## src/sv/ptc_pkg.sv

```systemverilog
package ptc_pkg;

  localparam int unsigned CounterSlots = 64;

  localparam int unsigned IdxW   = (CounterSlots > 1) ? $clog2(CounterSlots) : 1;
  localparam int unsigned CntW   = $clog2(CounterSlots + 1);
  localparam int unsigned IdxInW = 6;
  localparam int unsigned CmpW   = (CntW > IdxInW) ? CntW : IdxInW;

  localparam int unsigned ThrW   = 31;
  localparam int unsigned ActW   = 7;
  localparam int unsigned DeltaW = 32;
  localparam int unsigned LocW   = 34;
  localparam int unsigned GlobW  = 64;
  localparam int unsigned CfgW   = 31;

  localparam logic [ThrW-1:0] ThrReset = ThrW'(1024);
  localparam logic [ActW-1:0] ActReset = '0;

  typedef enum logic {
    CfgThreshold = 1'b0,
    CfgActive    = 1'b1
  } cfg_idx_e;

  typedef enum logic {
    OpAdd  = 1'b0,
    OpSync = 1'b1
  } op_e;

  typedef enum logic [3:0] {
    StIdle = 4'b0001,
    StAdd  = 4'b0010,
    StSync = 4'b0100,
    StFin  = 4'b1000
  } state_e;

endpackage

```

## src/sv/ptc_ram.sv

```systemverilog
module ptc_ram #(
  parameter int unsigned Width = 8,
  parameter int unsigned Depth = 16
) (
  input  logic                                           clk_i,
  input  logic                                           we_i,
  input  logic [((Depth > 1) ? $clog2(Depth) : 1)-1:0]   waddr_i,
  input  logic [Width-1:0]                               wdata_i,
  input  logic                                           re_i,
  input  logic [((Depth > 1) ? $clog2(Depth) : 1)-1:0]   raddr_i,
  output logic [Width-1:0]                               rdata_o
);

  logic [Width-1:0] mem_q [Depth];
  logic [Width-1:0] rdata_q;

  always_ff @(posedge clk_i) begin
    if (we_i) begin
      mem_q[waddr_i] <= wdata_i;
    end
    if (re_i) begin
      rdata_q <= mem_q[raddr_i];
    end
  end

  assign rdata_o = rdata_q;

endmodule

```

## src/sv/partitioned_threshold_counter.sv

```systemverilog
// Channel | Handshake               | Payload                                       | Dir
// --------+-------------------------+-----------------------------------------------+----
// request | in_valid_i/in_ready_o   | operation_i, counter_index_i, delta_i         | in
// result  | out_valid_o/out_ready_i | global_total_o, local_value_o, flushed_o      | out
// config  | cfg_we_i                | cfg_idx_i, cfg_data_i                         | in
//
// An add reads the counter memory when it is accepted, then updates and writes back
// the counter when it commits; the next request is taken on the following cycle.
// A sync reads each active counter in turn after the accept, clearing its valid bit
// and adding it to the global total, drains the last read, and then posts the result.
// Reset clears the global total and all counter valid bits; an invalid entry reads 0.
// The result sits in an output register; a new request is taken while it waits,
// and the block holds before committing if the previous result is still not taken.
module partitioned_threshold_counter (
  input  logic                           clk_i,
  input  logic                           rst_ni,
  input  logic                           cfg_we_i,
  input  logic                           cfg_idx_i,
  input  logic [ptc_pkg::CfgW-1:0]       cfg_data_i,
  input  logic                           in_valid_i,
  output logic                           in_ready_o,
  input  logic                           operation_i,
  input  logic [ptc_pkg::IdxInW-1:0]     counter_index_i,
  input  logic signed [ptc_pkg::DeltaW-1:0] delta_i,
  output logic                           out_valid_o,
  input  logic                           out_ready_i,
  output logic signed [ptc_pkg::GlobW-1:0] global_total_o,
  output logic signed [ptc_pkg::LocW-1:0]  local_value_o,
  output logic                           flushed_o
);

  import ptc_pkg::*;

  state_e state_q, state_d;

  logic [ThrW-1:0] thr_q;
  logic [ActW-1:0] act_q;
  logic [CntW-1:0] limit;

  logic [IdxInW-1:0]       idx_q;
  logic signed [DeltaW-1:0] delta_q;

  logic [CounterSlots-1:0] vld_q, vld_d;
  logic                    vld_rd_q, vld_rd_d;
  logic [CntW-1:0]         cnt_q, cnt_d;
  logic                    pend_q, pend_d;

  logic [GlobW-1:0] glob_q, glob_d;

  logic             out_vld_q, out_vld_d;
  logic [GlobW-1:0] out_glob_q, out_glob_d;
  logic [LocW-1:0]  out_loc_q, out_loc_d;
  logic             out_fl_q, out_fl_d;

  logic             ram_we, ram_re;
  logic [IdxW-1:0]  ram_waddr, ram_raddr;
  logic [LocW-1:0]  ram_wdata, ram_rdata;

  logic               accept, out_free, active, do_flush, issue;
  logic signed [LocW-1:0] rd_val, cur, th_s;

  ptc_ram #(
    .Width (LocW),
    .Depth (CounterSlots)
  ) u_ram (
    .clk_i   (clk_i),
    .we_i    (ram_we),
    .waddr_i (ram_waddr),
    .wdata_i (ram_wdata),
    .re_i    (ram_re),
    .raddr_i (ram_raddr),
    .rdata_o (ram_rdata)
  );

  always_comb begin
    if (act_q == '0 || CmpW'(act_q) > CmpW'(CounterSlots)) begin
      limit = CntW'(CounterSlots);
    end else begin
      limit = CntW'(act_q);
    end
  end

  assign in_ready_o = (state_q == StIdle);
  assign accept     = in_valid_i && in_ready_o;
  assign out_free   = !out_vld_q || out_ready_i;

  assign rd_val   = vld_rd_q ? $signed(ram_rdata) : '0;
  assign cur      = rd_val + LocW'(delta_q);
  assign th_s     = $signed({{(LocW-ThrW){1'b0}}, thr_q});
  assign active   = CmpW'(idx_q) < CmpW'(limit);
  assign do_flush = (cur > th_s) || (cur < -th_s);
  assign issue    = cnt_q < limit;

  always_comb begin
    state_d    = state_q;
    vld_d      = vld_q;
    vld_rd_d   = vld_rd_q;
    cnt_d      = cnt_q;
    pend_d     = 1'b0;
    glob_d     = glob_q;
    out_vld_d  = out_vld_q && !out_ready_i;
    out_glob_d = out_glob_q;
    out_loc_d  = out_loc_q;
    out_fl_d   = out_fl_q;
    ram_we     = 1'b0;
    ram_waddr  = IdxW'(idx_q);
    ram_wdata  = cur;
    ram_re     = 1'b0;
    ram_raddr  = IdxW'(counter_index_i);
    unique case (state_q)
      StIdle: begin
        if (accept) begin
          cnt_d = '0;
          if (op_e'(operation_i) == OpSync) begin
            state_d = StSync;
          end else begin
            ram_re   = 1'b1;
            vld_rd_d = vld_q[IdxW'(counter_index_i)];
            state_d  = StAdd;
          end
        end
      end
      StAdd: begin
        if (out_free) begin
          if (active) begin
            ram_we                 = 1'b1;
            ram_wdata              = do_flush ? '0 : cur;
            vld_d[IdxW'(idx_q)]    = 1'b1;
            if (do_flush) begin
              glob_d = glob_q + GlobW'(cur);
            end
          end
          out_vld_d  = 1'b1;
          out_glob_d = glob_d;
          out_loc_d  = (active && !do_flush) ? cur : '0;
          out_fl_d   = active && do_flush;
          state_d    = StIdle;
        end
      end
      StSync: begin
        if (pend_q) begin
          glob_d = glob_q + GlobW'(rd_val);
        end
        if (issue) begin
          ram_re                    = 1'b1;
          ram_raddr                 = cnt_q[IdxW-1:0];
          vld_rd_d                  = vld_q[cnt_q[IdxW-1:0]];
          vld_d[cnt_q[IdxW-1:0]]    = 1'b0;
          cnt_d                     = cnt_q + 1'b1;
          pend_d                    = 1'b1;
        end else if (!pend_q) begin
          state_d = StFin;
        end
      end
      StFin: begin
        if (out_free) begin
          out_vld_d  = 1'b1;
          out_glob_d = glob_q;
          out_loc_d  = '0;
          out_fl_d   = 1'b1;
          state_d    = StIdle;
        end
      end
      default: begin
        state_d = StIdle;
      end
    endcase
  end

  always_ff @(posedge clk_i or negedge rst_ni) begin
    if (!rst_ni) begin
      state_q   <= StIdle;
      thr_q     <= ThrReset;
      act_q     <= ActReset;
      vld_q     <= '0;
      vld_rd_q  <= 1'b0;
      cnt_q     <= '0;
      pend_q    <= 1'b0;
      glob_q    <= '0;
      out_vld_q <= 1'b0;
    end else begin
      state_q   <= state_d;
      vld_q     <= vld_d;
      vld_rd_q  <= vld_rd_d;
      cnt_q     <= cnt_d;
      pend_q    <= pend_d;
      glob_q    <= glob_d;
      out_vld_q <= out_vld_d;
      if (cfg_we_i) begin
        unique case (cfg_idx_e'(cfg_idx_i))
          CfgThreshold: thr_q <= cfg_data_i[ThrW-1:0];
          CfgActive:    act_q <= cfg_data_i[ActW-1:0];
          default:      ;
        endcase
      end
    end
  end

  always_ff @(posedge clk_i) begin
    if (accept) begin
      idx_q   <= counter_index_i;
      delta_q <= delta_i;
    end
    out_glob_q <= out_glob_d;
    out_loc_q  <= out_loc_d;
    out_fl_q   <= out_fl_d;
  end

  assign out_valid_o    = out_vld_q;
  assign global_total_o = $signed(out_glob_q);
  assign local_value_o  = $signed(out_loc_q);
  assign flushed_o      = out_fl_q;

  a_cnt_bound: assert property (@(posedge clk_i) disable iff (!rst_ni)
    (state_q == StSync) |-> (cnt_q <= limit))
    else $error("sync walk ran past active count");

  a_out_hold: assert property (@(posedge clk_i) disable iff (!rst_ni)
    (out_vld_q && !out_ready_i) |=> out_vld_q)
    else $error("pending result dropped");

  a_accept_busy: assert property (@(posedge clk_i) disable iff (!rst_ni)
    accept |=> (state_q == StAdd || state_q == StSync))
    else $error("accepted request not started");

  a_we_add: assert property (@(posedge clk_i) disable iff (!rst_ni)
    ram_we |-> (state_q == StAdd && out_free))
    else $error("counter write outside add commit");

  a_sync_flag: assert property (@(posedge clk_i) disable iff (!rst_ni)
    ($past(state_q) == StFin && state_q == StIdle) |-> (out_vld_q && out_fl_q))
    else $error("sync result not flagged");

endmodule
```

## config.mk

```make
export PLATFORM = sky130hd
export DESIGN_NAME = partitioned_threshold_counter
export DESIGN_NICKNAME = d
export VERILOG_FILES = /design/src/sv/ptc_pkg.sv /design/src/sv/ptc_ram.sv /design/src/sv/partitioned_threshold_counter.sv
export SDC_FILE = /design/constraint.sdc
export NUM_CORES = 2
export LEC_CHECK = 0
export ABC_AREA = 1
export CAP_MARGIN = 25
export CORE_ASPECT_RATIO = 0.8
export CORE_MARGIN = 2
export CORE_UTILIZATION = 55
export DETAILED_ROUTE_END_ITERATION = 12
export DONT_BUFFER_PORTS = 1
export PLACE_DENSITY = 0.82
export SETUP_SLACK_MARGIN = 0.15
export SLEW_MARGIN = 20
export SYNTH_ARGS = -nofsm -noshare
export SYNTH_HDL_FRONTEND = slang
export SYNTH_HIERARCHICAL = 1
export SYNTH_SLANG_ARGS = --single-unit
```

## constraint.sdc

```tcl
create_clock -name clk_i -period 7.7 [get_ports clk_i]
set_input_delay 1.155 -clock clk_i [delete_from_list [all_inputs] [get_ports clk_i]]
set_output_delay 1.155 -clock clk_i [all_outputs]
set_load 0.01 [all_outputs]
```

==> metrics.md <==
| Metric | Value |
|---|---|
| Tot Pwr | `58,300 uW` |
| Clock latency on the worst-skew pair | `0.92 ns` |
| Post-CTS Setup Inserts | `0` |
| Placed cell count | `13,600` |
| Critical path peak fanout | `42` |
| IO Pins | `177` |
| Vias in the first global route | `86,000` |
| Finish-stage setup viols | `0` |
| Starting Density | `55.4%` |
| Routed length per instance | `28.5 um` |
| Synth async-reset ratio | `7.12%` |
| Setup CP Type | `register to register` |
| FF-to-FF path depth | `30` |
| Hold WC Path Type | `input pin to async pin` |
| Global-route wire length before repair | `573,000 um` |
| Clk pwr share | `19.9%` |
| Final hold viol count | `0` |
| Rel. slew slack | `18.0%` |
| Pint | `33,500 uW` |
| Die height | `415 um` |
| Port Buf Inserts | `0` |
| RR Endpoint | `global_total_o[55]` |
| CP Launch Type | `register` |
| Layout area overhead | `10.3%` |
| TritonCTS Buffers | `233` |
| Final Wtd Congestion | `1.09` |
| Crit-path leading delay family | `simple AND/OR/NAND/NOR gates` |
| Buf+Inv Stages, Crit Path | `7` |
| Worst EP arrival | `7.62 ns` |
| Post-synth EDFFs | `2,347` |
| Commonest non-fill, non-tap cell in the layout | `nand2_1` |
| PD cells | `456 nW/um2` |
| CP endpoint kind | `register` |
| Area of the mapped netlist | `116,000 um2` |
| GRT overflow | `0` |
| CTS H-Tree Depth | `4` |
| Fin cells | `14,000` |
| Vias per cell | `6.62` |
| Largest net degree at the start of global routing | `211` |
| Total Wirelength | `399,000 um` |
| Clock Pin Slew Worst Setup and Hold Paths | `0.06 ns` |
| Clock root buffer | `clkbuf_16` |
| Tot GR Track Use | `36.3%` |
| HPWL after detailed placement | `236,000 um` |
| Cell row count | `150` |
| Syn nets | `11,400` |
| RSZ-0062 raised after global routing | `no` |
| Synthesized flop and latch total | `2,527` |
| R2r setup slk | `0.73 ns` |
| RR Startpoint | `vld_rd_q` |
| Tmin final | `6.97 ns` |
| Worst-Margin Slew | `1.23 ns` |
| Vias | `92,700` |
| Synth Area per Inst | `10.4 um2` |
| Remaining antenna violation count | `0` |
| Core Footprint | `209,000 um2` |
| Synth Area in Adders | `2.40%` |
| XOR/XNOR Fraction of Synth Area | `1.12%` |
| Synth Flop Type | `edfxtp_1` |
| Reg power frac | `36.6%` |
| Die area | `214,000 um2` |
| CTS tree | `yes` |
| Final Max Slew Viols | `0` |
| Final nets | `11,300` |
| Leakage power | `0.0481 uW` |
| CP required | `8.35 ns` |
| Switching pwr | `24,700 uW` |
| First drt pass iteration count | `11` |
| VDD IR max | `511 uV` |
| Sink Count | `2,527` |
| CTS max path bufs | `4` |
| Yosys Warn Count | `6` |
| Clock Skews | `0.112 ns` |
| Final Util | `61.1%` |
| Compound-Gate Fraction of Synth Area | `4.96%` |
| Gate Count Post-Synth | `11,100` |
| Final Cycle Share | `90.6%` |
| Simple-Gate Fraction of Synth Area | `22.6%` |
| Most frequent cells in the layout | `nand2_1 (3,106), edfxtp_1 (2,347), nand3_1 (2,302), inv_1 (497), nor2_1 (454)` |
| Register area share after synthesis | `64.7%` |
| Maximum clock rate | `0.143 GHz` |
| Combinational fraction of design power | `43.5%` |
| Antenna violations before repair | `32` |
| CP max stage delay | `0.46 ns` |
| Die W | `517 um` |
| DRC | `0` |
| Unique masters post-synth | `60` |
| Multiplexer share of the synthesized area | `0%` |
| Status | `finished, final reports clean` |
| Slowest-stage cell, CP | `buf_4` |
| Sw Ratio | `42.5%` |
| Largest family of logic cells by synthesized area | `simple AND/OR/NAND/NOR gates` |
| DRT iter0 DRCs | `18,300` |
| Share of cells above drive strength 1 | `6.78%` |
| Number of max-cap violations | `0` |
| Setup TNS Final | `0 ns` |
-- what timing repair did --
item	in CTS	in global routing
resized for setup	0	0
endpoints found under the setup margin	0	0
hold buffers	2	0
hold endpoints to repair	149	0
-- kinds of logic after synthesis --
| group | after synthesis |
|---|---|
| compound gates | 1003 |
| fa+ha+maj | 222 |
| xor+xnor | 148 |
| simple gates | 6105 |
| buf+inv | 1109 |
| flops | 2527 |
-- final cells by class --
type / instances / area (um2)
Inverter: 512 / 1970
Timing Repair Buffer: 252 / 2850
Antenna cell: 13 / 32.5
Sequential cell: 2527 / 75000
Tap cell: 2812 / 3520
Fill cell: 15600 / 81400
Multi-Input combinational cell: 7478 / 37100
Clock buffer: 294 / 6220
Clock inverter: 124 / 1210
-- power groups by stage --
stage	logic (uW)	registers [uW]	clock network (uW)
global placement	23400	21600	0
floorplan	14700	21700	0
CTS	24200	21300	11600
global route	26800	21400	12100
detailed placement	24000	21600	0
finish	25400	21300	11600
-- Yosys cell counts (18+ instances only) --
master | instances | area share (%)
edfxtp_1 | 2347 | 61
o21a_1 | 18 | 0.12
dfrtp_1 | 178 | 3.8
nor4_1 | 23 | 0.12
xnor2_1 | 40 | 0.30
buf_1 | 43 | 0.14
buf_2 | 291 | 1.3
nand4_1 | 42 | 0.23
nand3_1 | 2303 | 9.9
a31oi_1 | 262 | 1.4
clkbuf_1 | 188 | 0.61
nor3_1 | 63 | 0.27
nor2_1 | 513 | 1.7
nand2_1 | 3108 | 10
ha_1 | 221 | 2.4
buf_6 | 19 | 0.18
buf_4 | 54 | 0.35
or2_2 | 25 | 0.13
o21ai_0 | 268 | 1.2
inv_1 | 499 | 1.6
a21oi_1 | 322 | 1.4
xor2_1 | 107 | 0.81
-- state kept, by name, indices dropped and copies added, names as in the netlist, 4 cells and up --
register / cells
global_total_o: 64
state_q: 4
cnt_q: 7
local_value_o: 34
u_ram/rdata_o: 34
glob_q: 64
act_q: 7
vld_q: 64
delta_q: 32
idx_q: 6
thr_q: 31
u_ram/mem_q: 2176
-- stage by stage --
step / cell area, um2 / hold WS, ns / setup slack (ns)
global placement: 120000 / 0.460 / 1.22
CTS: 128000 / 0.00384 / 1.10
finish: 128000 / 0.0364 / 0.727
global route: 128000 / 0.00619 / 0.437
floorplan: 116000 / 0.444 / 0.878
detailed placement: 120000 / 0.472 / 1.21
-- worst max path at each step --
stage / start / end / depth (start not counted)
finish: vld_rd_q / global_total_o[55] / 30
global route: vld_rd_q / global_total_o[58] / 30
CTS: vld_rd_q / u_ram/mem_q[11][25] / 29
detailed placement: vld_rd_q / u_ram/mem_q[55][20] / 29
global placement: vld_rd_q / u_ram/mem_q[15][7] / 29
floorplan: vld_rd_q / u_ram/mem_q[0][29] / 27
-- worst reg2reg max path: cells and delay by family, from the launching register on --
kind	cells	cell delay, ns
AND/OR/NAND/NOR	18	3.25
buffers and inverters	7	1.84
adder cells (fa/ha/maj)	2	0.61
AO/OA/AOI/OAI	2	0.46
flip-flops	1	0.41
XOR/XNOR	1	0.13
-- metal layers --
layer	GRT usage, %	part of all wire [%]	vias up
li1	-	-	38900
met1	49.9	34	43400
met2	49.8	41	8739
met3	13.1	18	1647
met4	20.7	6.9	28
met5	0	0.050	-
No activity file was read; power rests on OpenSTA's default activity.
